--- config.mk ---
export PLATFORM = sky130hd
export DESIGN_NAME = aff2d_ctrl
export DESIGN_NICKNAME = d
export VERILOG_FILES = /design/src/aff2d_pkg.sv /design/src/aff2d_ctrl.sv
export SDC_FILE = /design/constraint.sdc
export NUM_CORES = 1
export LEC_CHECK = 0
export ABC_AREA = 1
export BUFFER_PORTS_ARGS = -buffer_cell sky130_fd_sc_hd__buf_2
export CAP_MARGIN = 10
export CORE_MARGIN = 4
export CORE_UTILIZATION = 45
export CTS_BUF_LIST = sky130_fd_sc_hd__clkbuf_8
export CTS_CLUSTER_DIAMETER = 150
export DETAILED_ROUTE_END_ITERATION = 6
export PLACE_DENSITY = 0.78
export SLEW_MARGIN = 20
export SYNTH_ARGS = -nofsm -noshare
export SYNTH_HDL_FRONTEND = slang
export SYNTH_SLANG_ARGS = --single-unit
export TNS_END_PERCENT = 50
--- constraint.sdc ---
create_clock -name clk -period 1.2 [get_ports clk]
set_input_delay 0.18 -clock clk [delete_from_list [all_inputs] [get_ports clk]]
set_output_delay 0.18 -clock clk [all_outputs]
set_load 0.02 [all_outputs]
--- src/aff2d_pkg.sv ---
// Package for the 2D affine concatenate/invert block.
// Holds payload beat types, controller state and command/status structs.
`timescale 1ns / 1ps
package aff2d_pkg;

    localparam int unsigned FIELD_BITS = 32;

    typedef struct packed {
        logic                         func;
        logic signed [FIELD_BITS-1:0] in_a;
        logic signed [FIELD_BITS-1:0] in_b;
        logic signed [FIELD_BITS-1:0] in_c;
        logic signed [FIELD_BITS-1:0] in_d;
        logic signed [FIELD_BITS-1:0] in_tx;
        logic signed [FIELD_BITS-1:0] in_ty;
    } aff2d_in_t;

    typedef struct packed {
        logic                         which;
        logic signed [FIELD_BITS-1:0] out_a;
        logic signed [FIELD_BITS-1:0] out_b;
        logic signed [FIELD_BITS-1:0] out_c;
        logic signed [FIELD_BITS-1:0] out_d;
        logic signed [FIELD_BITS-1:0] out_tx;
        logic signed [FIELD_BITS-1:0] out_ty;
        logic                         is_move;
        logic                         singular;
        logic                         saturated;
        logic                         last;
    } aff2d_out_t;

    typedef enum logic [3:0] {
        ST_IDLE,
        ST_PROD,
        ST_FWD,
        ST_INV_PROD,
        ST_DET,
        ST_NUM,
        ST_DIV,
        ST_DIV_WAIT,
        ST_SEND_FWD,
        ST_SEND_INV
    } aff2d_state_t;

    // Controller to datapath
    typedef struct packed {
        logic       load;
        logic       prod;
        logic       fwd;
        logic       det;
        logic       num;
        logic       div_start;
        logic [2:0] div_idx;
        logic       show_fwd;
        logic       show_inv;
    } aff2d_cmd_t;

    // Datapath to controller
    typedef struct packed {
        logic prod_last;
        logic need_div;
        logic div_done;
    } aff2d_sts_t;

endpackage

--- src/aff2d_ctrl.sv ---
// Controller sequencing one item: products, forward sum, determinant, six
// divisions and the two result beats. Depends on aff2d_pkg.
`timescale 1ns / 1ps
module aff2d_ctrl
    import aff2d_pkg::*;
(
    input  logic       clk,
    input  logic       rst_n,
    input  logic       in_valid,
    output logic       in_ready,
    input  logic       out_ready,
    output logic       out_valid,
    input  aff2d_sts_t sts,
    output aff2d_cmd_t cmd
);

    aff2d_state_t state_reg, state_next;
    logic [2:0]   idx_reg, idx_next;
    logic         ov_reg, ov_next;

    // Next state
    always_comb
    begin
        state_next = state_reg;
        idx_next   = idx_reg;
        case (state_reg)
            ST_IDLE:     if (in_valid) state_next = ST_PROD;
            ST_PROD:     if (sts.prod_last) state_next = ST_FWD;
            ST_FWD:      state_next = ST_INV_PROD;
            ST_INV_PROD: if (sts.prod_last) state_next = ST_DET;
            ST_DET:      state_next = ST_SEND_FWD;
            ST_SEND_FWD:
                if (!ov_reg || out_ready)
                    state_next = sts.need_div ? ST_NUM : ST_SEND_INV;
            ST_NUM:
            begin
                state_next = ST_DIV;
                idx_next   = 3'd0;
            end
            ST_DIV:      state_next = ST_DIV_WAIT;
            ST_DIV_WAIT:
                if (sts.div_done)
                begin
                    if (idx_reg == 3'd5)
                        state_next = ST_SEND_INV;
                    else
                    begin
                        idx_next   = idx_reg + 3'd1;
                        state_next = ST_DIV;
                    end
                end
            ST_SEND_INV:
                if (!ov_reg || out_ready) state_next = ST_IDLE;
            default:     state_next = ST_IDLE;
        endcase
    end

    // Output valid flag
    always_comb
    begin
        ov_next = ov_reg;
        if (ov_reg && out_ready) ov_next = 1'b0;
        if ((state_reg == ST_SEND_FWD || state_reg == ST_SEND_INV)
            && (!ov_reg || out_ready))
            ov_next = 1'b1;
    end

    // Commands
    always_comb
    begin
        cmd           = '0;
        cmd.div_idx   = idx_reg;
        in_ready      = 1'b0;
        case (state_reg)
            ST_IDLE:
            begin
                in_ready = 1'b1;
                cmd.load = in_valid;
            end
            ST_PROD:     cmd.prod = 1'b1;
            ST_FWD:      cmd.fwd = 1'b1;
            ST_INV_PROD: cmd.prod = 1'b1;
            ST_DET:      cmd.det = 1'b1;
            ST_NUM:      cmd.num = 1'b1;
            ST_DIV:      cmd.div_start = 1'b1;
            ST_SEND_FWD: cmd.show_fwd = (!ov_reg || out_ready);
            ST_SEND_INV: cmd.show_inv = (!ov_reg || out_ready);
            default:     in_ready = 1'b0;
        endcase
    end

    assign out_valid = ov_reg;

    always_ff @(posedge clk or negedge rst_n)
    begin
        if (!rst_n)
        begin
            state_reg <= ST_IDLE;
            idx_reg   <= '0;
            ov_reg    <= 1'b0;
        end
        else
        begin
            state_reg <= state_next;
            idx_reg   <= idx_next;
            ov_reg    <= ov_next;
        end
    end

endmodule

==> metrics, run 1 <==
status=complete, but fails checks; failing checks=negative setup slack; final core occ=93.8%; Crit path required time=1.02 ns; Detailed Place HPWL=1260 um; clk slew on worst S/H paths=0.04 ns; critical path launch point=state_reg[0]$_DFFE_PN0P_; Wirelength per Cell=18.5 um; ant diodes=0; Die Wd=44.4 um; Synth area leaders=dfrtp_1 34%, nand2_1 16%, inv_1 10%; nets@finish=144; Inserted Clock Buffers=3; synthesis warning total=0; most numerous cell in the Yosys netlist=nand2_1; DR iter-0 viols=40; die area=0.00197 mm2; Compound-Gate Fraction of Synth Area=7.55%; Achievable Freq=679 MHz; Synth Area in Simple Gates=44.0%; routed length on met1=937 um; Max Root-Sink Buffers=2; synthesized instance count=91; Slew @ Worst Pin=0.248 ns; Hold Crit Start=out_ready; Synth Flop Type=dfrtp_1; root buffer cell=clkbuf_8; fin. max-slew vios=0; RSZ-0062 raised after global routing=true; clk_lat worst skew=0.23 ns; number of global-route vias before repair=790; CORE AREA=0.00117 mm2; VDD IR-drop max=1810 uV; top layer in use=met4; Setup Crit Path Kind=reg2out; max_slew headroom=83.4%; top post-synthesis cells by count=25 x nand2_1, 16 x inv_1, 8 x dfrtp_1, 8 x nor2_1, 6 x nand3_1; LEAKAGE=0.579 nW; DRC Markers=0; DR vias=865; final WL=2710 um; ys async rst share=100%; synthesized cell area=597 um2; drt pass-1 iters=4; r2r startpoint=state_reg[3]$_DFFE_PN0P_; synthesized-area fraction occupied by adder cells=4.19%; post-synthesis mux area share=0%; final period utilization=123%; max FFs per register=4; Power, Total=2.75 mW; vias per cell=5.88; antenna violations before repair=0; total gr overflow=0; number of synthesized flops with an enable pin=0; CP Launch Type=register; CP arrival=1.29 ns; # setup viols final=15; CTS Sinks=8; area grow syn2layout=84.1%; H-tree depth=1; sequential element share of the synthesized area=33.5%; largest net degree at the start of global routing=9; Synth cell types=18; I/O Buffers=19; Initial Utilization=51.0%; worst-path fanout max=4; FILL cells=35; die height=44.4 um; met2 WL=1420 um; clock period minus worst slack=1.47 ns; post-synth top area share=33.5%; GRT Util Overall=21.3%; element type at the critical path end=primary output; clk_skew=0.00397 ns; Syn Area/Cell=6.56 um2; main combinational cell family by area after synthesis=simple AND/OR/NAND/NOR gates; Ports=20; Final Hold Viols=0; XOR/XNOR Fraction of Synth Area=0%; syn nets=100; Final GP Congestion=0.896; CTS tree=yes; row count=12; first-pass GRT wire length=3040 um; Yosys reg bits=8; MaxCap Viol Count=0; final worst slack=-0.272 ns; HP Class=in2reg; cell taking the most area after synthesis=dfrtp_1; Post-DRT Antenna Nets=0; DR WL met3=225 um; power density cells=2500 mW/mm2; share of cells above drive strength 1=60.2%
## critical path, stage by stage, from the launching register on
cell and delay [ns]:
dfrtp_2 0.43, nor2_4 0.16, inv_4 0.08, nor4_4 0.22, buf_4 0.18
## power breakdown
group | internal [mW] | total (mW) | switching, mW | leakage [nW]
Sequential | 0.354 | 0.464 | 0.110 | 0.103
Clock | 0.217 | 0.322 | 0.105 | 0.0216
Combinational | 0.815 | 1.96 | 1.15 | 0.455
Total | 1.39 | 2.75 | 1.36 | 0.579
## through the flow
| stage | setup WS, ns | instances | cell area (um2) | TNS [ns] | hold WS (ns) |
|---|---|---|---|---|---|
| floorplan | -0.112 | 91 | 638 | -0.610 | -0.116 |
| global placement | -0.0595 | 134 | 826 | -0.204 | 0.0318 |
| detailed placement | -0.0830 | 134 | 826 | -0.635 | 0.0317 |
| CTS | -0.221 | 141 | 943 | -1.79 | 0.177 |
| global route | -0.359 | 147 | 1100 | -3.62 | 0.194 |
| finish | -0.272 | 147 | 1100 | -2.92 | 0.177 |
## worst paths after layout
path	endpoint	slack [ns]	cells after the start
max	cmd[1]	-0.27	4
min	out_valid$_DFFE_PN0P_	0.18	2
max reg2reg	state_reg[1]$_DFFE_PN0P_	-0.26	10
min reg2reg	idx_reg[2]$_DFFE_PN0P_	0.57	2
max in group asynchronous	state_reg[1]$_DFFE_PN0P_	0.65	2
min in group asynchronous	state_reg[2]$_DFFE_PN0P_	0.36	2
## routing by layer
| metal | global-route usage, % | up-vias |
|---|---|---|
| li1 | - | 370 |
| met1 | 21.9 | 407 |
| met2 | 36.3 | 68 |
| met3 | 7.32 | 20 |
| met4 | 13.9 | 0 |
| met5 | 0 | - |
## cell type report
| class | count | area, um2 | area share, % |
|---|---|---|---|
| clock buffers | 3 | 41.3 | 3.76 |
| inverters | 17 | 76.3 | 6.95 |
| multi-input cells | 66 | 459 | 41.8 |
| flip-flops and latches | 8 | 204 | 18.6 |
| well taps | 14 | 17.5 | 1.59 |
| repair buffers | 39 | 300 | 27.3 |
## what timing repair did
action                                  in CTS  in global routing
hold buffers                                 1                  0
setup buffers                                3                  6
endpoints found under the hold margin        8                  0
pin swaps                                    6                  7
gates resized for setup                     17                 38
endpoints found under the setup margin      16                 16
## layout by cell type, fill, tap and decap left out
master and instances:
nor2_2 6, nand3_4 1, dfrtp_2 3, nor3_4 1, nand3b_1 2, nand3_1 4
buf_6 8, a21oi_2 2, nor4_4 1, buf_4 20, inv_2 3, nand2_2 5
inv_1 11, inv_8 1, dlygate4sd3_1 1, inv_4 2, nor3_2 2, nor2_4 5
a21oi_1 2, clkbuf_8 3, nand4_1 1, nor2_1 1, dfrtp_1 5, nand2_1 21
o21ai_1 2, buf_2 10, nand3_2 1, ha_2 2, o21ai_0 3, nand2_4 3
or2_4 1
## kinds of logic after synthesis
kind of cell / count (synthesis)
flops: 8
simple gates: 55
fa+ha+maj: 2
compound gates: 9
buf+inv: 17
Power figures use the tool's default switching activity.
==> run 2, diff against run 1 <==
--- a/config.mk
+++ b/config.mk
@@ -14,6 +14,7 @@
 export CTS_CLUSTER_DIAMETER = 150
 export DETAILED_ROUTE_END_ITERATION = 6
 export PLACE_DENSITY = 0.78
+export REMOVE_ABC_BUFFERS = 1
 export SLEW_MARGIN = 20
 export SYNTH_ARGS = -nofsm -noshare
 export SYNTH_HDL_FRONTEND = slang
==> metrics, run 2 (same netlist as run 1, synthesis figures left out) <==
DR vias=788; root buffer cell=clkbuf_8; max_slew headroom=83.1%; failing checks=negative setup slack; element type at the critical path end=primary output; I/O Buffers=19; number of global-route vias before repair=756; Slew @ Worst Pin=0.254 ns; CP arrival=1.34 ns; r2r setup slk=-0.22 ns; Sw Share=49.5%; max FFs per register=4; Max Root-Sink Buffers=2; row count=12; antenna violations before repair=0; Clock power frac=12.5%; Crit path required time=1.02 ns; DR WL met3=177 um; final worst slack=-0.316 ns; Ports=20; nets@finish=140; H-tree depth=1; Pint=1.33 mW; final core occ=88.6%; first-pass GRT wire length=3330 um; CTS Sinks=8; final period utilization=126%; top layer in use=met4; Detailed Place HPWL=1300 um; Final GP Congestion=0.886; DRC Markers=0; DR iter-0 viols=26; GRT Util Overall=24.0%; register share of total power=15.8%; MaxCap Viol Count=0; die height=44.4 um; die area=0.00197 mm2; Achievable Freq=660 MHz; drt pass-1 iters=4; routed length on met1=825 um; fin. max-slew vios=0; vias per cell=5.51; Post-DRT Antenna Nets=0; part of the power in combinational logic=71.7%; Power, Total=2.63 mW; ant diodes=0; final WL=2300 um; Final Hold Viols=0; CORE AREA=0.00117 mm2; worst-path fanout max=4; clk_lat worst skew=0.23 ns; Initial Utilization=51.0%; LEAKAGE=0.562 nW; CP Launch Type=register; Wirelength per Cell=16.1 um; share of cells above drive strength 1=55.8%; met2 WL=1180 um; # setup viols final=16; VDD IR-drop max=1620 uV; clk slew on worst S/H paths=0.04 ns; Setup Crit Path Kind=reg2out; Psw=1.30 mW; power density cells=2530 mW/mm2; worst hold slack=0.181 ns; Die Wd=44.4 um; largest net degree at the start of global routing=9; most frequent cells in the layout=19 x nand2_1, 19 x buf_4, 10 x inv_1, 10 x buf_2, 8 x dfrtp_1; clk_skew=0.00328 ns; status=complete, but fails checks; total gr overflow=0; CTS tree=yes; area grow syn2layout=73.8%; clock period minus worst slack=1.52 ns; RSZ-0062 raised after global routing=true; Inserted Clock Buffers=3; HP Class=in2reg
==> run 2: changes by cell type in the layout (fill, tap and decap cells not counted), moves of 3 or more <==
cell	change
buf_6	-3
dfrtp_1	+3
dfrtp_2	-3
inv_2	+3
==> run 2: critical path, stage by stage (launching register included) <==
cell and delay, ns:
dfrtp_1 0.42, nor2_2 0.19, inv_2 0.10, buf_4 0.16, nor2_4 0.11, buf_6 0.12
==> run 2: layout make-up <==
class	instances	area [um2]
inverter	17	68.8
sequential	8	200
clock buffer	3	41.3
timing repair buffer	35	259
multi-input combinational	66	450
fill	61	134
tap	14	17.5
==> run 2: worst paths after layout <==
| kind | startpoint | endpoint | cells past startpoint |
|---|---|---|---|
| setup / recovery | state_reg[1]$_DFFE_PN0P_ | in_ready | 5 |
| min in group asynchronous | rst_n | idx_reg[0]$_DFFE_PN0P_ | 2 |
| max in group asynchronous | rst_n | state_reg[3]$_DFFE_PN0P_ | 2 |
| hold reg to reg | idx_reg[2]$_DFFE_PN0P_ | idx_reg[2]$_DFFE_PN0P_ | 2 |
| setup reg to reg | state_reg[0]$_DFFE_PN0P_ | state_reg[2]$_DFFE_PN0P_ | 9 |
| hold / removal | out_ready | out_valid$_DFFE_PN0P_ | 2 |
==> run 2: power by group through the flow <==
stage          clock network [mW]  logic, mW  registers (mW)
2_1_floorplan                   0      0.690           0.443
3_3_place_gp                    0       1.13           0.409
3_5_place_dp                    0       1.16           0.413
4_1_cts                     0.331       1.53           0.407
5_1_grt                     0.353       2.02           0.422
6_report                    0.328       1.88           0.415
==> run 2: metal layers <==
metal / track usage (%) / vias to the layer above
li1: - / 363
met1: 27.8 / 371
met2: 38.1 / 40
met3: 7.72 / 14
met4: 14.5 / 0
met5: 0 / -
==> run 2: stage by stage <==
| step | setup slack, ns | std cells | setup TNS [ns] | area [um2] |
|---|---|---|---|---|
| 6_report | -0.316 | 143 | -3.15 | 1040 |
| 5_1_grt | -0.370 | 143 | -4.31 | 1040 |
| 4_1_cts | -0.266 | 142 | -2.64 | 950 |
| 3_5_place_dp | -0.0632 | 134 | -0.456 | 785 |
| 3_3_place_gp | -0.0156 | 134 | -0.0705 | 785 |
| 2_1_floorplan | -0.463 | 91 | -1.16 | 597 |
==> run 2: repair_timing <==
| action | in CTS | in global routing |
|---|---|---|
| buffers inserted | 5 | 1 |
| gates resized for setup | 29 | 21 |
| hold buffers | 1 | 0 |
| endpoints found under the setup margin | 16 | 16 |
| cloned | 0 | 0 |
| pin swaps | 4 | 4 |
| endpoints found under the hold margin | 8 | 0 |
==> run 3, diff against run 2 <==
--- a/config.mk
+++ b/config.mk
@@ -8,7 +8,6 @@
 export ABC_AREA = 1
 export BUFFER_PORTS_ARGS = -buffer_cell sky130_fd_sc_hd__buf_2
 export CAP_MARGIN = 10
-export CORE_MARGIN = 4
 export CORE_UTILIZATION = 45
 export CTS_BUF_LIST = sky130_fd_sc_hd__clkbuf_8
 export CTS_CLUSTER_DIAMETER = 150
==> metrics, run 3 (same netlist as run 1, synthesis figures left out) <==
largest net degree at the start of global routing=9; Initial Utilization=51.0%; Max Root-Sink Buffers=2; Final GP Congestion=0.923; total gr overflow=0; critical path cell sequence=nor2_2 -> inv_2 -> nor4_2 -> buf_4; Critical R2R Capture=state_reg[1]$_DFFE_PN0P_; final worst slack=-0.214 ns; DR vias=698; CORE AREA=0.00117 mm2; Die Wd=38.4 um; Slowest-stage cell, CP=dfrtp_1; row count=12; FF-to-FF path depth=8; Psw=943 uW; CTS tree=yes; RSZ-0062 raised after global routing=true; pre-CTS setup slack=-0.0960 ns; antenna violations before repair=0; crit-path leading delay family=flip-flops; register share of total power=20.0%; VDD IR-drop max=1820 uV; number of global-route vias before repair=601; die area=0.00148 mm2; clk slew on worst S/H paths=0.04 ns; H-tree depth=1; part of the power in combinational logic=64.9%; ant diodes=0; MaxCap Viol Count=0; LEAKAGE=0.533 nW; Clock power frac=15.1%; final period utilization=118%; nets@finish=139; Final Hold Viols=0; Achievable Freq=707 MHz; Slew @ Worst Pin=0.279 ns; max FFs per register=4; clk_lat worst skew=0.23 ns; CP Launch Type=register; HP Class=in2reg; most frequent cells in the layout=25 x nand2_1, 21 x buf_4, 12 x inv_1; fin cells=142; hold depth=2; area grow syn2layout=53.0%; CTS Sinks=8; DR iter-0 viols=23; placed insts=134; Wirelength per Cell=10.3 um; root buffer cell=clkbuf_8; element type at the critical path end=primary output; Hold Crit Start=out_ready; Crit path required time=1.02 ns; critical path launch point=state_reg[1]$_DFFE_PN0P_; final WL=1470 um; drt pass-1 iters=4; GRT Util Overall=22.8%; share of cells above drive strength 1=43.0%; fin. max-slew vios=0; CP arrival=1.23 ns; first-pass GRT wire length=2280 um; max incr delay on CP=0.40 ns; Ports=20; die height=38.4 um; clk_skew=0.00179 ns; # setup viols final=16; failing checks=negative setup slack; Pint=1.13 mW; Detailed Place HPWL=1140 um; Min-Delay Endpoint=out_valid$_DFFE_PN0P_; Sw Share=45.4%; Setup Crit Path Kind=reg2out; r2r setup slk=-0.11 ns; FILL cells=86; max_slew headroom=81.3%; clock period minus worst slack=1.41 ns; Post-DRT Antenna Nets=0; power density cells=2270 mW/mm2; vias per cell=4.92; crit path buf inv count=2; DRC Markers=0; Inserted Clock Buffers=3; worst-path fanout max=4; commonest non-fill, non-tap cell in the layout=nand2_1; status=complete, but fails checks; I/O Buffers=19; r2r startpoint=state_reg[0]$_DFFE_PN0P_
[run 3: cell types whose count changed in the layout (fill, tap and decap cells not counted), moves of 2 or more]
| cell | before | now |
|---|---|---|
| buf_4 | 19 | 21 |
| buf_6 | 5 | 1 |
| inv_1 | 10 | 12 |
| nand2_1 | 19 | 25 |
| nand2_2 | 7 | 3 |
| nor2_1 | 1 | 7 |
| nor2_2 | 6 | 4 |
| nor2_4 | 5 | 1 |
[run 3: repair_timing]
| item | CTS | global route |
|---|---|---|
| setup buffers | 3 | 1 |
| setup endpoints to repair | 16 | 16 |
| resized for setup | 12 | 6 |
| endpoints found under the hold margin | 8 | 0 |
| pin swaps | 5 | 1 |
| hold buffers | 1 | 0 |
[run 3: cell type report]
class                   instances  area, um2  share of cell area (%)
well taps                      14       17.5                    1.92
repair buffers                 34        234                    25.6
clock buffers                   3       41.3                    4.52
flip-flops and latches          8        200                    21.9
multi-input cells              66        357                    39.0
inverters                      17       63.8                    6.99
[run 3: worst max-delay path by stage]
stage                        endpoint  slack, ns  depth (start not counted)
6_report                       cmd[1]      -0.21                          4
5_1_grt                        cmd[1]      -0.32                          4
4_1_cts                        cmd[1]      -0.22                          4
3_5_place_dp   idx_reg[0]$_DFFE_PN0P_       -0.1                          6
3_3_place_gp   idx_reg[1]$_DFFE_PN0P_      -0.03                          6
2_1_floorplan                  cmd[1]      -0.46                          3
[run 3: routing by layer]
metal,part of all wire [%],vias up,GRT usage (%),wire length (um)
met5,0,-,0,0
met4,1.5,0,9.48,22
met3,3.3,2,5.23,49
met2,49,23,39.8,721
met1,46,314,26.4,676
li1,-,359,-,-
[run 3: stage by stage]
stage / setup TNS [ns] / hold slack, ns / utilization [%] / total power, mW / cell area (um2)
after CTS: -1.79 / 0.170 / 76.0 / 2.02 / 890
after floorplan: -1.16 / -0.116 / - / 1.13 / 597
after global routing: -3.23 / 0.189 / 78.0 / 2.24 / 913
after global placement: -0.0921 / 0.0279 / 67.0 / 1.53 / 785
final: -1.83 / 0.167 / 78.0 / 2.08 / 913
after detailed placement: -0.363 / 0.0301 / 67.0 / 1.55 / 785
[run 3: power groups by stage]
stage,combinational [mW],sequential (mW),clock (mW)
floorplan,0.690,0.443,0
global placement,1.12,0.409,0
detailed placement,1.14,0.414,0
CTS,1.28,0.411,0.324
global route,1.48,0.426,0.335
finish,1.35,0.415,0.313
[run 3: worst register-to-register path, stage by stage, from the launching register on]
cell	delay, ns
dfrtp_1	0.40
buf_4	0.15
nand2_1	0.14
nor2_4	0.07
nand2_2	0.09
nand2_2	0.07
nor2_2	0.17
nand2_1	0.08
nand2_1	0.07
